<file path="config.mk">
export PLATFORM = sky130hd
export DESIGN_NAME = beeper_dc_block_volume
export DESIGN_NICKNAME = d
export VERILOG_FILES = /design/src/rtl/bdv_pkg.sv /design/src/rtl/bdv_filter.sv /design/src/rtl/bdv_scale.sv /design/src/rtl/beeper_dc_block_volume.sv
export SDC_FILE = /design/constraint.sdc
export NUM_CORES = 1
export LEC_CHECK = 0
export ABC_AREA = 1
export BUFFER_PORTS_ARGS = -buffer_cell sky130_fd_sc_hd__buf_2
export CAP_MARGIN = 20
export CORE_ASPECT_RATIO = 1.75
export CORE_MARGIN = 2
export CORE_UTILIZATION = 50
export CTS_CLUSTER_SIZE = 24
export DETAILED_ROUTE_END_ITERATION = 8
export MAX_ROUTING_LAYER = met4
export PLACE_DENSITY = 0.79
export SETUP_SLACK_MARGIN = 0.05
export SYNTH_ARGS = -nofsm -noshare
export SYNTH_HDL_FRONTEND = slang
export SYNTH_SLANG_ARGS = --single-unit
</file>
<file path="constraint.sdc">
create_clock -name clk -period 10.35 [get_ports clk]
set_input_delay 1.035 -clock clk [delete_from_list [all_inputs] [get_ports clk]]
set_output_delay 1.035 -clock clk [all_outputs]
set_load 0.03 [all_outputs]
</file>
<file path="src/rtl/bdv_pkg.sv">
// bdv_pkg: types and constants shared by the beeper DC blocker / volume stage.
// No dependencies; imported by every module of the block.
package bdv_pkg;

    // Field widths
    localparam int LEVEL_W  = 8;
    localparam int DEPTH_W  = 12;
    localparam int GAIN_W   = 9;
    localparam int MEAN_W   = 16;
    localparam int DIFF_W   = MEAN_W + 1;
    localparam int MAG_W    = 8;
    localparam int PROD_W   = MAG_W + GAIN_W;
    localparam int DAC_W    = 16;
    localparam int CFG_IDX_W  = 1;
    localparam int CFG_DATA_W = 12;
    localparam int S_TDATA_W  = 24;
    localparam int M_TDATA_W  = 24;

    // DC blocker shifts
    localparam int MEAN_SHIFT = 9;
    localparam int OUT_SHIFT  = 8;

    // Volume scaling by gain/320: drop 6 bits, then divide by 5 via 6554/2^15
    localparam int DIV64_SHIFT = 6;
    localparam int QUOT0_W     = PROD_W - DIV64_SHIFT;
    localparam int RECIP_W     = 13;
    localparam logic [RECIP_W-1:0] RECIP_5 = 13'd6554;
    localparam int RECIP_SHIFT = 15;
    localparam int RPROD_W     = QUOT0_W + RECIP_W;
    localparam int QUOT_W      = RPROD_W - RECIP_SHIFT;

    // Output level
    localparam logic [LEVEL_W-1:0] MID_LEVEL = 8'd128;
    localparam logic [LEVEL_W-1:0] MAX_LEVEL = 8'd255;
    localparam logic [QUOT_W-1:0]  POS_LIMIT = 9'd127;
    localparam logic [QUOT_W-1:0]  NEG_LIMIT = 9'd128;

    // Register reset values and indexes
    localparam logic [GAIN_W-1:0]  GAIN_RESET   = 9'd320;
    localparam logic [DEPTH_W-1:0] THRESH_RESET = 12'd1323;
    localparam logic [CFG_IDX_W-1:0] REG_GAIN   = 1'b0;
    localparam logic [CFG_IDX_W-1:0] REG_THRESH = 1'b1;

    typedef struct packed {
        logic                have_sample;
        logic [LEVEL_W-1:0]  level;
        logic [DEPTH_W-1:0]  ring_depth;
        logic                mute;
    } bdv_item_t;

    typedef struct packed {
        logic               neg;
        logic [PROD_W-1:0]  mag;
        logic               mute;
        logic               drop;
    } bdv_prod_t;

    typedef struct packed {
        logic [DAC_W-1:0]   dac_word;
        logic               drop_extra;
    } bdv_result_t;

endpackage

</file>
<file path="src/rtl/bdv_filter.sv">
// bdv_filter: held level, DC mean tracker, drop counter and gain multiply.
// Depends on bdv_pkg.
module bdv_filter
    import bdv_pkg::*;
#(
    parameter int DROP_PERIOD = 32
)
(
    input  logic               clk,
    input  logic               rst_n,
    input  logic               take,
    input  bdv_item_t          item,
    input  logic [GAIN_W-1:0]  gain,
    input  logic [DEPTH_W-1:0] deep_threshold,
    output bdv_prod_t          prod_reg
);

    localparam int CNT_W = (DROP_PERIOD > 1) ? $clog2(DROP_PERIOD) : 1;
    localparam logic [CNT_W-1:0] CNT_LAST = CNT_W'(DROP_PERIOD - 1);

    logic [MEAN_W-1:0]  mean_reg, mean_next;
    logic [LEVEL_W-1:0] held_reg, held_next;
    logic [CNT_W-1:0]   cnt_reg, cnt_next;
    bdv_prod_t          prod_next;

    always_comb
    begin
        logic signed [DIFF_W-1:0] x;
        logic signed [DIFF_W-1:0] diff_a;
        logic signed [DIFF_W-1:0] sum;
        logic signed [DIFF_W-1:0] diff_b;
        logic signed [DIFF_W-1:0] v_full;
        logic [MAG_W:0]           v9;
        logic [MAG_W-1:0]         mag;
        logic                     drop;

        held_next = item.have_sample ? item.level : held_reg;
        cnt_next  = cnt_reg;
        drop      = 1'b0;
        if (item.have_sample && (item.ring_depth > deep_threshold))
        begin
            if (cnt_reg == CNT_LAST)
            begin
                cnt_next = '0;
                drop     = 1'b1;
            end
            else
            begin
                cnt_next = cnt_reg + CNT_W'(1);
            end
        end

        // mean += floor((x - mean) / 2^9); v = floor((x - mean) / 2^8)
        x         = $signed({1'b0, held_next, 8'h00});
        diff_a    = x - $signed({1'b0, mean_reg});
        sum       = $signed({1'b0, mean_reg}) + (diff_a >>> MEAN_SHIFT);
        mean_next = sum[MEAN_W-1:0];
        diff_b    = x - $signed({1'b0, mean_next});
        v_full    = diff_b >>> OUT_SHIFT;
        v9        = v_full[MAG_W:0];
        mag       = v9[MAG_W] ? MAG_W'(-v9) : v9[MAG_W-1:0];

        prod_next.neg  = v9[MAG_W];
        prod_next.mag  = PROD_W'(mag) * PROD_W'(gain);
        prod_next.mute = item.mute;
        prod_next.drop = drop;
    end

    always_ff @(posedge clk or negedge rst_n)
    begin
        if (!rst_n)
        begin
            mean_reg <= '0;
            held_reg <= '0;
            cnt_reg  <= '0;
        end
        else if (take)
        begin
            mean_reg <= mean_next;
            held_reg <= held_next;
            cnt_reg  <= cnt_next;
        end
    end

    always_ff @(posedge clk)
    begin
        if (take)
        begin
            prod_reg <= prod_next;
        end
    end

endmodule

</file>
<file path="src/rtl/bdv_scale.sv">
// bdv_scale: divide by 320, apply sign and mute, offset to midpoint and clamp.
// Depends on bdv_pkg.
module bdv_scale
    import bdv_pkg::*;
(
    input  logic        clk,
    input  logic        take,
    input  bdv_prod_t   prod,
    output bdv_result_t result_reg
);

    bdv_result_t result_next;

    always_comb
    begin
        logic [QUOT0_W-1:0] q0;
        logic [RPROD_W-1:0] rp;
        logic [QUOT_W-1:0]  q;
        logic [LEVEL_W-1:0] d;

        // truncate toward zero on the magnitude: floor(floor(|p| / 64) / 5)
        q0 = prod.mag[PROD_W-1:DIV64_SHIFT];
        rp = RPROD_W'(q0) * RPROD_W'(RECIP_5);
        q  = rp[RPROD_W-1:RECIP_SHIFT];

        if (prod.mute)
            d = MID_LEVEL;
        else if (prod.neg)
            d = (q > NEG_LIMIT) ? '0 : LEVEL_W'(MID_LEVEL - q[LEVEL_W-1:0]);
        else
            d = (q > POS_LIMIT) ? MAX_LEVEL : LEVEL_W'(MID_LEVEL + q[LEVEL_W-1:0]);

        result_next.dac_word   = {d, 8'h00};
        result_next.drop_extra = prod.drop;
    end

    always_ff @(posedge clk)
    begin
        if (take)
        begin
            result_reg <= result_next;
        end
    end

endmodule

</file>
<file path="src/rtl/beeper_dc_block_volume.sv">
// beeper_dc_block_volume: top level of the beeper DC blocker and volume stage.
// Depends on bdv_pkg, bdv_filter and bdv_scale.
//
//  channel  direction  handshake          payload
//  s_*      in         s_tvalid/s_tready  tuser: have_sample; tdata: level, ring_depth, mute
//  m_*      out        m_tvalid/m_tready  tdata: dac_word, drop_extra
//  cfg_*    in         cfg_valid/cfg_ready index 0 gain, 1 deep_threshold
//
// One item per cycle sustained while m_tready is not held low; a result reaches the result
// register by way of the input register, filter/multiply and scale/clamp.
// The mean, held level and drop count advance once per item, as the filter takes it.
// Reset clears all valid flags and filter state and loads the register defaults.
// Stages stall independently: a stage takes a new request whenever it is empty
// or its content moves on, so input is accepted while a result waits if a stage is empty.
module beeper_dc_block_volume
    import bdv_pkg::*;
#(
    parameter int DROP_PERIOD = 32
)
(
    input  logic                   clk,
    input  logic                   rst_n,
    // slave stream
    input  logic                   s_tvalid,
    output logic                   s_tready,
    input  logic [S_TDATA_W-1:0]   s_tdata,   // [7:0] level, [19:8] ring_depth, [20] mute
    input  logic                   s_tuser,   // [0] have_sample
    // master stream
    output logic                   m_tvalid,
    input  logic                   m_tready,
    output logic [M_TDATA_W-1:0]   m_tdata,   // [15:0] dac_word, [16] drop_extra
    // configuration writes
    input  logic                   cfg_valid,
    output logic                   cfg_ready,
    input  logic [CFG_IDX_W-1:0]   cfg_index,
    input  logic [CFG_DATA_W-1:0]  cfg_data
);

    logic [GAIN_W-1:0]  gain_reg;
    logic [DEPTH_W-1:0] thresh_reg;

    logic        in_valid_reg, prod_valid_reg, out_valid_reg;
    logic        rdy_in, rdy_prod, rdy_out;
    bdv_item_t   item_reg;
    bdv_prod_t   prod_reg;
    bdv_result_t result_reg;

    // Configuration: always ready; to be written only while idle, which goes unchecked
    assign cfg_ready = 1'b1;

    always_ff @(posedge clk or negedge rst_n)
    begin
        if (!rst_n)
        begin
            gain_reg   <= GAIN_RESET;
            thresh_reg <= THRESH_RESET;
        end
        else if (cfg_valid)
        begin
            case (cfg_index)
                REG_GAIN:   gain_reg   <= cfg_data[GAIN_W-1:0];
                REG_THRESH: thresh_reg <= cfg_data[DEPTH_W-1:0];
                default:    ;
            endcase
        end
    end

    // Per-stage ready: empty or draining
    assign rdy_out  = !out_valid_reg  || m_tready;
    assign rdy_prod = !prod_valid_reg || rdy_out;
    assign rdy_in   = !in_valid_reg   || rdy_prod;
    assign s_tready = rdy_in;

    always_ff @(posedge clk or negedge rst_n)
    begin
        if (!rst_n)
        begin
            in_valid_reg   <= 1'b0;
            prod_valid_reg <= 1'b0;
            out_valid_reg  <= 1'b0;
        end
        else
        begin
            if (rdy_in)
                in_valid_reg <= s_tvalid;
            if (rdy_prod)
                prod_valid_reg <= in_valid_reg;
            if (rdy_out)
                out_valid_reg <= prod_valid_reg;
        end
    end

    // Input register: capture the request
    always_ff @(posedge clk)
    begin
        if (s_tvalid && rdy_in)
        begin
            item_reg.have_sample <= s_tuser;
            item_reg.level       <= s_tdata[7:0];
            item_reg.ring_depth  <= s_tdata[19:8];
            item_reg.mute        <= s_tdata[20];
        end
    end

    bdv_filter #(
        .DROP_PERIOD (DROP_PERIOD)
    ) u_filter (
        .clk            (clk),
        .rst_n          (rst_n),
        .take           (in_valid_reg && rdy_prod),
        .item           (item_reg),
        .gain           (gain_reg),
        .deep_threshold (thresh_reg),
        .prod_reg       (prod_reg)
    );

    bdv_scale u_scale (
        .clk        (clk),
        .take       (prod_valid_reg && rdy_out),
        .prod       (prod_reg),
        .result_reg (result_reg)
    );

    assign m_tvalid = out_valid_reg;
    assign m_tdata  = {7'd0, result_reg.drop_extra, result_reg.dac_word};

endmodule

</file>
After elaboration in Yosys (flattened, before gate mapping)
Index checks and enable logic that the tools add are counted.
{"block": "totals", "word_cells": 52, "input_bits": 43, "output_inout_bits": 27, "ff_bits": 104}
{"block": "classes", "n_eq_ne": 1, "bitwise_logic": 1, "order_cmp": 3, "reduce_logical": 13, "n_mux": 7, "n_addsub": 7, "n_mul": 2}
{"cell": "2-to-1 mux 8 bit", "n": 5}
{"cell": "subtractor 16 x 16 -> 17 bit", "n": 2}
{"cell": "multiplier 11 x 12 -> 23 bit, second input constant", "n": 1}
{"cell": "multiplier 8 x 9 -> 17 bit", "n": 1}
{"cell": "adder 16 x 8 -> 16 bit", "n": 1}
{"cell": "> comparator 12 bit", "n": 1}
{"cell": "> comparator 9 x 7 -> 1 bit, second input constant", "n": 1}
{"cell": "> comparator 9 x 8 -> 1 bit, second input constant", "n": 1}
{"cell": "adder 8 bit, first input constant", "n": 1}
{"cell": "negation 8 bit", "n": 1}
{"cell": "subtractor 8 bit, first input constant", "n": 1}
{"cell": "AND reduction 2 bit", "n": 3}
{"cell": "adder 5 x 1 -> 5 bit, second input constant", "n": 1}
{"cell": "equality test 5 bit, second input constant", "n": 1}
{"cell": "2-to-1 mux 5 bit", "n": 1}
{"cell": "logical AND 1 bit", "n": 4}
{"cell": "zero test 1 bit", "n": 3}
{"cell": "logical OR 1 bit", "n": 3}
{"cell": "2-to-1 mux 1 bit", "n": 1}
{"cell": "NOT 1 bit", "n": 1}

Logic depth before layout (Yosys ltp)
Gate-level depths: netlist (run 1).
{"block": "depth", "word_depth": 7, "depth_mapped": 61, "depth_no_buf": 59}

By module
A second synthesis (run 1) with hierarchy kept.
{"block": "hier_totals", "cells_unflattened": 1421, "area_unflattened_um2": 11527.3}
{"module": "bdv_filter", "seq_area_each_um2": 1326.3, "n_inst": 1, "cells_each": 828, "area_per_inst_um2": 6387.4}
{"module": "bdv_scale", "seq_area_each_um2": 270.3, "n_inst": 1, "cells_each": 463, "area_per_inst_um2": 3385.7}
{"module": "beeper_dc_block_volume", "seq_area_each_um2": 1271.2, "n_inst": 1, "cells_each": 130, "area_per_inst_um2": 1754.2}

Least setup slack after synthesis (run 1)
No wires, ideal clock.
{"block": "synth_path", "path_kind": "register to register", "startpoint": "register item_reg[21] (netlist bit)", "endpoint": "register u_filter.prod_reg[14] (netlist name)", "path_buffers": 1, "synth_period_minus_slack_ns": 8.788, "arrival_time_ns": 8.531, "setup_time_ns": 0.256, "setup_slack_ns": 1.562, "t_required_ns": 10.094, "stages_incl_launch_ff": 49, "path_cell_list": "edfxtp_1 -> clkbuf_1 -> o21ai_0 -> ha_1 -> a21oi_1 -> o21ai_0 -> a31oi_1 -> nor2_1 -> o21ai_0 -> nand2_1 -> xnor2_1 -> inv_1 -> ha_1 -> a21oi_1 -> nand2_1 -> nand2_1 -> nand2_1 -> a21oi_1 -> [... 13 more ...] -> nand2_2 -> nand2_4 -> nand2_2 -> nand2_1 -> fa_1 -> fa_1 -> inv_1 -> fa_1 -> inv_1 -> fa_1 -> inv_1 -> ha_1 -> a21oi_1 -> o21ai_0 -> o21bai_2 -> and2_1 -> o21bai_1 -> nand2_1"}
{"item": "start: declaration", "line": "beeper_dc_block_volume.sv:44", "source": "bdv_item_t item_reg;"}

==> key figures, run 1 <==
Setup path
  • Startpoint kind of the worst setup timing path: flop
  • Nature of the critical path endpoint: flop
  • Critical path required time: 10.46 ns
  • Start point of the critical path: item_reg[21]
  • Largest fanout of any net on the critical path: 16
  • Kind of cell with the highest combined delay on the critical path: adder cells
  • Arrival time at the worst endpoint: 9.84 ns
  • Most numerous cell on the critical path: sky130_fd_sc_hd__nand2_1
  • Worst path slowest cell: sky130_fd_sc_hd__fa_1
  • Buffer and inverter count on the worst path: 12
  • Worst reg2reg startpoint: item_reg[21]
  • CP peak stage delay: 0.56 ns
  • Kind of critical path: reg -> reg

Timing
  • Final hold violation count: 0
  • Maximum frequency from static timing analysis: 103 MHz
  • Final Cycle Share: 93.9%
  • Number of setup violations in the final report: 0
  • RSZ-0062 raised after global routing: true
  • Worst clock skew on the final layout: 0.00580 ns
  • Worst slew margin relative to its limit: 38.3%
  • Worst-Margin Slew: 0.926 ns
  • Minimum clock period after layout: 9.72 ns
  • Max Slew Vio Count: 0
  • Worst slack on hold paths: 0.436 ns

Synthesis
  • Flip-flop cell with the highest count after synthesis: sky130_fd_sc_hd__edfxtp_1
  • Yosys reg bits: 98
  • Cell types occupying the most area after synthesis: sky130_fd_sc_hd__ha_1 (17%), sky130_fd_sc_hd__fa_1 (14%), sky130_fd_sc_hd__edfxtp_1 (13%)
  • EDFF count, synth: 45
  • Share of the synthesized area in the top cell type: 17.4%
  • Warnings from Yosys: 0
  • Most area-hungry cell type in the Yosys netlist: sky130_fd_sc_hd__ha_1
  • Avg Cell Area, Syn: 8.24 um2
  • Number of instances in the synthesized netlist: 1297
  • Count of unique library cells instantiated by Yosys: 54
  • Most used standard cell by instance count after synthesis: sky130_fd_sc_hd__inv_1
  • Sequential fraction of the synthesis area: 25.1%
  • Synth Cell Area: 10700 um2
  • Fraction of registers with async set/reset: 54.1%
  • Synth cell count leaders: sky130_fd_sc_hd__inv_1 (259), sky130_fd_sc_hd__nand2_1 (231), sky130_fd_sc_hd__ha_1 (149)

Floorplanning
  • Number of cell rows: 70
  • Boundary Pins: 70
  • Width of the die: 115 um
  • Initial cell density of the core: 51.1%
  • Die H: 197 um
  • Die area: 22600 um2
  • Core Area: 20900 um2

Route
  • Routed vias/inst: 5.33
  • Number of DRC markers in iteration 0: 404
  • Total number of vias: 8619
  • Drt total wl: 24.5 mm
  • Avg WL per Cell: 15.1 um
  • Number of routed nets with antenna violations: 0
  • Number of detailed-routing iterations run before antenna repair: 5
  • Number of design rule violations left after detail routing: 0

Finish
  • Final core occ: 55.4%
  • Cell area after layout: 11600 um2
  • Number of flip-flops under the largest register name: 22
  • # diodes: 0
  • # nets final: 1624
  • Layout cells sized above 1: 12.0%
  • Area growth, synth to finish: 8.44%

Clock network
  • Clock buffer depth: 2
  • H-tree depth: 3
  • Root Driver: sky130_fd_sc_hd__clkbuf_16
  • CTS tree: built
  • Clock Pin Slew Worst Setup and Hold Paths: 0.07 ns
  • Num CTS Buffers: 9
  • Clock insertion delay at the later pin of the skew report: 0.36 ns
  • Clock sinks: 98

Global routing
  • Total global routing track utilization: 23.5%
  • Initial antenna violation count: 0
  • Pin count of the biggest net entering global routing: 54
  • Wire length of the first global-routing pass: 40.9 mm
  • Global-route congestion overflow total: 0
  • Number of global-route vias before repair: 9279

Run
  • Max-cap viol count: 0

Hold path
  • HP Class: reg -> reg
  • Hold path startpoint: item_reg[0]

Placed design
  • Global placer's final weighted congestion: 0.971
  • Number of port buffers: 50
  • Total cell area at the placement stage: 11200 um2
  • Dpl hpwl: 20.5 mm

Outcome
  • Result of the run: completed
what timing repair did:
action	4_1_cts	5_1_grt
hold buffers	0	0
gates resized for setup	0	7
setup endpoints to repair	0	9
buffers inserted	0	7
placed cells by master (no fill, tap or decap), types with 3 or more instances in the layout:
cell,netlist,final
sky130_fd_sc_hd__a21o_1,5,5
sky130_fd_sc_hd__a21oi_1,63,61
sky130_fd_sc_hd__a21oi_2,7,9
sky130_fd_sc_hd__a31oi_1,7,6
sky130_fd_sc_hd__buf_2,0,50
sky130_fd_sc_hd__buf_4,16,11
sky130_fd_sc_hd__clkbuf_16,0,9
sky130_fd_sc_hd__conb_1,2,16
sky130_fd_sc_hd__dfrtp_1,45,45
sky130_fd_sc_hd__dfstp_2,8,8
sky130_fd_sc_hd__edfxtp_1,45,45
sky130_fd_sc_hd__fa_1,73,73
sky130_fd_sc_hd__ha_1,149,149
sky130_fd_sc_hd__inv_1,259,258
sky130_fd_sc_hd__nand2_1,231,230
sky130_fd_sc_hd__nand2_2,22,23
sky130_fd_sc_hd__nand2_4,3,3
sky130_fd_sc_hd__nand3_1,48,48
sky130_fd_sc_hd__nand3_2,11,11
sky130_fd_sc_hd__nand4_1,14,14
sky130_fd_sc_hd__nor2_1,99,99
sky130_fd_sc_hd__nor2_2,8,8
sky130_fd_sc_hd__nor2_4,3,3
sky130_fd_sc_hd__nor3_1,11,11
sky130_fd_sc_hd__nor4_1,4,3
sky130_fd_sc_hd__o21ai_0,79,79
sky130_fd_sc_hd__o21bai_1,6,6
sky130_fd_sc_hd__o31ai_1,3,3
sky130_fd_sc_hd__xnor2_1,9,9
sky130_fd_sc_hd__xor2_1,25,25
cell families (layout without fill, tap and decap cells):
family,Yosys count,count (layout),synth area share [%]
AOI/OAI and AO/OA,185,185,9.96
xor gates and xnor gates,36,36,3.09
adders and majority gates,222,222,31.1
buffers and inverters,290,343,10.9
DFF,98,98,25.1
muxes,2,2,0.211
other,2,16,0.0703
and+or+nand+nor,462,462,19.6
layer usage:
metal / vias up / part of all wire (%) / GRT usage [%]
met2: 186 / 57 / 45.6
met1: 4090 / 35 / 21.3
li1: 4243 / - / -
met3: 100 / 2.2 / 2.52
met5: - / 0 / -
met4: 0 / 6.2 / 13.9
through the flow:
step,setup TNS (ns),setup slack (ns),cells
4_1_cts,0,0.498,1609
3_5_place_dp,0,0.533,1593
6_report,0,0.627,1616
5_1_grt,-0.0124,-0.0124,1616
3_3_place_gp,0,0.687,1593
2_1_floorplan,0,1.56,1311
area by class of cell:
cell class | count | area [um2]
Clock inverter | 7 | 85.1
Clock buffer | 9 | 225
Multi-Input combinational cell | 923 | 6920
Sequential cell | 98 | 2690
Timing Repair Buffer | 63 | 358
Fill cell | 1873 | 9340
Tap cell | 252 | 315
Inverter | 264 | 998
worst paths after layout:
path / to / slack [ns] / cells past startpoint
max: u_filter.prod_reg[14] / 0.63 / 54
min: u_filter.prod_reg[1] / 0.44 / 0
max reg2reg: u_filter.prod_reg[14] / 0.63 / 54
min reg2reg: u_filter.prod_reg[1] / 0.44 / 0
max in group asynchronous: u_filter.mean_reg[7] / 9.08 / 2
min in group asynchronous: in_valid_reg / 0.80 / 2
Power of run 1 is not shown: default switching activity piles up to over one toggle a cycle in this logic, so the estimate is an artifact.
==> run 2, diff against run 1 <==
--- a/config.mk
+++ b/config.mk
@@ -14,7 +14,7 @@
 export CTS_CLUSTER_SIZE = 24
 export DETAILED_ROUTE_END_ITERATION = 8
 export MAX_ROUTING_LAYER = met4
-export PLACE_DENSITY = 0.79
+export PLACE_DENSITY = 0.78
 export SETUP_SLACK_MARGIN = 0.05
 export SYNTH_ARGS = -nofsm -noshare
 export SYNTH_HDL_FRONTEND = slang
==> constraint.sdc (replaced) <==
create_clock -name clk -period 10.35 [get_ports clk]
set_input_delay 1.035 -clock clk [delete_from_list [all_inputs] [get_ports clk]]
set_output_delay 1.035 -clock clk [all_outputs]
set_load 0.1 [all_outputs]
==> run 2 against run 1 <==
Net effect: largest cell class unchanged; register-to-register slack better by 0.11 ns; setup slack better by 0.11 ns; count of clock-buffer cells in the layout is 2 higher; first-iteration DRC count is 7.7% lower.
==> key figures, run 2 (same netlist as run 1, synthesis figures left out) <==
Floorplanning
  • Boundary Pins: 70 (unchanged)
  • Number of cell rows: 70 (unchanged)
  • Die H: 197 um (unchanged)
  • Die area: 22600 um2 (unchanged)
  • Initial cell density of the core: 51.1% (unchanged)
  • Width of the die: 115 um (unchanged)
  • Core Area: 20900 um2 (unchanged)

Clock network
  • Clock insertion delay at the later pin of the skew report: 0.36 ns (about the same)
  • H-tree depth: 3 (unchanged)
  • Clock sinks: 98 (unchanged)
  • Number of buffers inserted by hold repair at cts: 0 (unchanged)
  • Clock Pin Slew Worst Setup and Hold Paths: 0.07 ns (about the same)
  • CTS tree: built
  • Clock buffer depth: 2 (unchanged)
  • Num CTS Buffers: 9 (unchanged)
  • Root Driver: sky130_fd_sc_hd__clkbuf_16

Route
  • Number of DRC markers in iteration 0: 373 (-7.7%)
  • Drt total wl: 24.3 mm (-0.82%)
  • Total number of vias: 8532 (-1.0%)
  • Routed vias/inst: 5.27 (-1.2%)
  • Number of design rule violations left after detail routing: 0 (unchanged)
  • Number of detailed-routing iterations run before antenna repair: 5 (unchanged)
  • Avg WL per Cell: 15.0 um (-1.0%)
  • Number of routed nets with antenna violations: 0 (unchanged)

Global routing
  • Wire length of the first global-routing pass: 39.8 mm (-2.7%)
  • Total global routing track utilization: 23.0% (-0.53 points)
  • Pin count of the biggest net entering global routing: 54 (unchanged)
  • Global-route congestion overflow total: 0 (unchanged)
  • Initial antenna violation count: 0 (unchanged)
  • Number of global-route vias before repair: 8832 (-4.8%)

Placed design
  • Number of port buffers: 50 (unchanged)
  • Dpl hpwl: 20.2 mm (-1.5%)
  • Global placer's final weighted congestion: 0.973 (+0.23%)
  • Total cell area at the placement stage: 11200 um2 (unchanged)

Timing
  • Final hold violation count: 0 (unchanged)
  • Worst slew margin relative to its limit: 38.8% (+0.53 points)
  • Number of setup violations in the final report: 0 (unchanged)
  • Worst-Margin Slew: 0.918 ns (-0.00794 ns)
  • Maximum frequency from static timing analysis: 104 MHz (+1.1%)
  • Worst slack on hold paths: 0.436 ns (-0.000364 ns)
  • Minimum clock period after layout: 9.62 ns (-0.107 ns)
  • Final Cycle Share: 92.9% (-1.0 points)
  • Worst clock skew on the final layout: 0.00407 ns (-0.00174 ns)
  • Max Slew Vio Count: 0 (unchanged)

Finish
  • # nets final: 1627 (+0.18%)
  • Most frequent standard cell in the layout excluding fill and tap cells: sky130_fd_sc_hd__inv_1
  • Layout cells sized above 1: 12.4% (+0.49 points)
  • Area used by sequential logic in the layout: 2690 um2 (unchanged)
  • Filler instances: 1862 (-0.59%)
  • Number of flip-flops under the largest register name: 22 (unchanged)
  • # diodes: 0 (unchanged)
  • Area growth, synth to finish: 8.97%
  • Commonest cells after routing, fill and taps aside: sky130_fd_sc_hd__inv_1 (258), sky130_fd_sc_hd__nand2_1 (230), sky130_fd_sc_hd__ha_1 (148), sky130_fd_sc_hd__nor2_1 (99), sky130_fd_sc_hd__o21ai_0 (78)
  • Footprint of the multi-input gates: 6940 um2 (+0.29%)
  • Cell area after layout: 11600 um2 (+0.49%)

Run
  • Max-cap viol count: 0 (unchanged)

Hold path
  • Hold path startpoint: item_reg[0]
  • Worst Hold Path EP: u_filter.prod_reg[1]
  • Count of cells along the worst hold path: 0 (unchanged)
  • HP Class: reg -> reg

Setup path
  • Nature of the critical path endpoint: flop
  • CP peak stage delay: 0.56 ns (about the same)
  • Worst path slowest cell: sky130_fd_sc_hd__fa_1
  • Worst reg2reg startpoint: item_reg[21]
  • Critical path required time: 10.47 ns (about the same)
  • Worst-case register-to-register setup slack: 0.73 ns (+0.11 ns)
  • Arrival time at the worst endpoint: 9.73 ns (-0.11 ns)
  • Largest fanout of any net on the critical path: 14 (-2)
  • Crit Reg-Reg Endpoint: u_filter.prod_reg[17]
  • Most numerous cell on the critical path: sky130_fd_sc_hd__nand2_1
  • Startpoint kind of the worst setup timing path: flop
  • Worst Reg2Reg Path Length in Cells: 51 (-5.6%)
  • Kind of critical path: reg -> reg

Outcome
  • Result of the run: completed
[run 2: timing repair]
| action | CTS | global route |
|---|---|---|
| setup buffers | 0 | 9 |
| gates resized for setup | 0 | 13 |
| setup endpoints to repair | 0 | 9 |
[run 2: worst max-delay path by stage]
stage | start | end | slack [ns] | depth (start not counted)
2_1_floorplan | item_reg[21] | u_filter.prod_reg[14] | 1.56 | 48
3_3_place_gp | item_reg[21] | u_filter.prod_reg[17] | 0.49 | 55
3_5_place_dp | item_reg[21] | u_filter.prod_reg[17] | 0.35 | 53
4_1_cts | item_reg[21] | u_filter.prod_reg[17] | 0.31 | 53
5_1_grt | item_reg[21] | u_filter.prod_reg[17] | -0.006 | 55
6_report | item_reg[21] | u_filter.prod_reg[17] | 0.73 | 51
[run 2: critical path, delay by kind of cell, from the launching register on]
family | cells | cell delay (ns)
buffers and inverters | 11 | 1.11
and+or+nand+nor | 18 | 1.73
adders and majority gates | 8 | 3.58
DFF | 1 | 0.38
AOI/OAI and AO/OA | 12 | 2.15
xor gates and xnor gates | 2 | 0.42
[run 2: stage by stage]
| stage | setup TNS, ns | instances | utilization, % | worst slack, ns |
|---|---|---|---|---|
| after CTS | 0 | 1609 | 55.0 | 0.311 |
| after global routing | -0.00600 | 1619 | 55.6 | -0.00600 |
| after global placement | 0 | 1593 | 53.4 | 0.491 |
| after floorplan | 0 | 1311 | - | 1.56 |
| after detailed placement | 0 | 1593 | 53.4 | 0.348 |
| final | 0 | 1619 | 55.6 | 0.735 |
[run 2: cell type report]
type                            instances  area share, %
Inverter                              264           8.57
Timing Repair inverter                  1         0.0645
Clock buffer                           11           2.27
Tap cell                              252           2.71
Clock inverter                          5          0.602
Sequential cell                        98           23.1
Timing Repair Buffer                   65           3.12
Multi-Input combinational cell        923           59.6
[run 2: routing by layer]
| metal | global-route usage (%) | wire [um] | vias to the layer above |
|---|---|---|---|
| met5 | - | 0 | - |
| met4 | 11.2 | 1240 | 0 |
| met3 | 2.06 | 534 | 84 |
| met2 | 45.4 | 14000 | 173 |
| met1 | 21.4 | 8500 | 4006 |
| li1 | - | - | 4269 |
Power of run 2 is left out for the same reason.
==> run 3, diff against run 2 <==
--- a/config.mk
+++ b/config.mk
@@ -10,11 +10,12 @@
 export CAP_MARGIN = 20
 export CORE_ASPECT_RATIO = 1.75
 export CORE_MARGIN = 2
-export CORE_UTILIZATION = 50
+export CORE_UTILIZATION = 35
 export CTS_CLUSTER_SIZE = 24
 export DETAILED_ROUTE_END_ITERATION = 8
+export GPL_TIMING_DRIVEN = 0
 export MAX_ROUTING_LAYER = met4
-export PLACE_DENSITY = 0.78
+export PLACE_DENSITY = 0.61
 export SETUP_SLACK_MARGIN = 0.05
 export SYNTH_ARGS = -nofsm -noshare
 export SYNTH_HDL_FRONTEND = slang
==> run 3 against run 2 <==
Net effect: worst hold slack worse by 0.0058 ns; maximum frequency down 1.2%; die area up 42%; cell count up 9.4%; critical path type unchanged; largest cell class unchanged.
==> key figures, run 3 (same netlist as run 1, synthesis figures left out) <==
Placed design
  • Place WS: -0.103 ns (-0.450 ns)
  • Global placer's final weighted congestion: 0.942 (-3.2%)
  • Placed cells: 1751 (+9.9%)
  • Dpl hpwl: 22.0 mm (+9.0%)
  • Number of port buffers: 50 (unchanged)

Finish
  • Number of flip-flops under the largest register name: 22 (unchanged)
  • # nets final: 1644 (+1.0%)
  • Most frequent standard cell in the layout excluding fill and tap cells: sky130_fd_sc_hd__inv_1
  • # diodes: 0 (unchanged)
  • Commonest cells after routing, fill and taps aside: sky130_fd_sc_hd__inv_1 (259), sky130_fd_sc_hd__nand2_1 (229), sky130_fd_sc_hd__ha_1 (146), sky130_fd_sc_hd__nor2_1 (99)
  • Area growth, synth to finish: 12.2%
  • Final core occ: 39.9% (-16 points)
  • Layout cells sized above 1: 13.6% (+1.1 points)
  • Number of standard cells in the final layout excluding fillers: 1771 (+9.4%)

Clock network
  • Num CTS Buffers: 9 (unchanged)
  • Root Driver: sky130_fd_sc_hd__clkbuf_16
  • CTS tree: built
  • H-tree depth: 3 (unchanged)
  • Clock buffer depth: 2 (unchanged)
  • Clock insertion delay at the later pin of the skew report: 0.36 ns (about the same)
  • Clock sinks: 98 (unchanged)
  • Clock Pin Slew Worst Setup and Hold Paths: 0.07 ns (about the same)
  • Number of buffers inserted by hold repair at cts: 0 (unchanged)

Route
  • Drt total wl: 25.5 mm (+5.2%)
  • Number of routed nets with antenna violations: 0 (unchanged)
  • Number of detailed-routing iterations run before antenna repair: 5 (unchanged)
  • Avg WL per Cell: 14.4 um (-3.9%)
  • Number of DRC markers in iteration 0: 295 (-21%)
  • Total number of vias: 8616 (+0.98%)
  • Number of design rule violations left after detail routing: 0 (unchanged)
  • Routed vias/inst: 4.87 (-7.7%)

Setup path
  • CP peak stage delay: 0.57 ns (about the same)
  • Critical path required time: 10.47 ns (about the same)
  • Largest fanout of any net on the critical path: 10 (-4)
  • Startpoint kind of the worst setup timing path: flop
  • Worst path slowest cell: sky130_fd_sc_hd__fa_1
  • Nature of the critical path endpoint: flop
  • Arrival time at the worst endpoint: 9.85 ns (+0.12 ns)
  • Kind of critical path: reg -> reg
  • Most numerous cell on the critical path: sky130_fd_sc_hd__nand2_1

Floorplanning
  • Boundary Pins: 70 (unchanged)
  • Die H: 235 um (+19%)
  • Width of the die: 136 um (+19%)
  • Core Area: 30100 um2 (+44%)
  • Die area: 32000 um2 (+42%)
  • Initial cell density of the core: 35.6% (-16 points)
  • Number of cell rows: 84 (+20%)

Timing
  • Final Cycle Share: 94.1% (+1.2 points)
  • Minimum clock period after layout: 9.74 ns (+0.121 ns)
  • Final critical-path setup slack: 0.614 ns (-0.121 ns)
  • TNS Setup: 0 ns (unchanged)
  • Worst slew margin relative to its limit: 44.4% (+5.6 points)
  • Worst clock skew on the final layout: 0.00521 ns (+0.00114 ns)
  • Number of setup violations in the final report: 0 (unchanged)
  • Worst-Margin Slew: 0.833 ns (-0.0850 ns)
  • Maximum frequency from static timing analysis: 103 MHz (-1.2%)
  • Max Slew Vio Count: 0 (unchanged)
  • Final hold violation count: 0 (unchanged)

Hold path
  • HP Class: reg -> reg

Global routing
  • Global-route congestion overflow total: 0 (unchanged)
  • Number of global-route vias before repair: 8921 (+1.0%)
  • Wire length of the first global-routing pass: 42.2 mm (+6.0%)
  • Pin count of the biggest net entering global routing: 29 (-46%)
  • Total global routing track utilization: 17.2% (-5.8 points)
  • Initial antenna violation count: 0 (unchanged)

Outcome
  • Result of the run: completed

Run
  • Max-cap viol count: 0 (unchanged)
==> run 3: worst paths after layout <==
path                               from                    end  slack (ns)  cells past startpoint
min in group asynchronous         rst_n    u_filter.cnt_reg[4]        0.68                      1
max                        item_reg[21]  u_filter.prod_reg[14]        0.61                     49
max in group asynchronous         rst_n   u_filter.mean_reg[5]        9.08                      2
min reg2reg                 item_reg[0]   u_filter.prod_reg[1]        0.43                      0
min                         item_reg[0]   u_filter.prod_reg[1]        0.43                      0
max reg2reg                item_reg[21]  u_filter.prod_reg[14]        0.61                     49
==> run 3: layer usage <==
layer | routed length [um] | up-vias | global-route usage, %
li1 | - | 4305 | -
met1 | 8880 | 4063 | 16.1
met2 | 14600 | 161 | 33.1
met3 | 553 | 87 | 1.68
met4 | 1490 | 0 | 9.60
met5 | 0 | - | -
==> run 3: metrics by stage <==
step / area [um2] / hold slack, ns
2_1_floorplan: 10700 / 0.400
3_3_place_gp: 11500 / 0.410
3_5_place_dp: 11500 / 0.419
4_1_cts: 11800 / 0.437
5_1_grt: 12000 / 0.442
6_report: 12000 / 0.430
==> run 3: area by class of cell <==
| type | count | area (um2) |
|---|---|---|
| flip-flops and latches | 98 | 2690 |
| repair buffers | 57 | 323 |
| multi-input cells | 923 | 7020 |
| well taps | 387 | 484 |
| fillers | 3109 | 18100 |
| clock inverters | 5 | 46.3 |
| clock buffers | 11 | 264 |
| plain buffers | 26 | 169 |
| inverters | 264 | 997 |
==> run 3: timing repair <==
action                     CTS  global route
setup endpoints to repair    5             9
gates resized for setup      2            33
buffers inserted             0             4
pin swaps                    0             6
==> run 3: critical path: cells and delay by family (launching register included) <==
kind,cells,cell delay (ns)
AND/OR/NAND/NOR,19,1.89
buffers and inverters,7,0.67
AO/OA/AOI/OAI,13,2.33
XOR/XNOR,2,0.52
adder cells (fa/ha/maj),8,3.59
flip-flops,1,0.46
Power of run 3 is left out for the same reason.
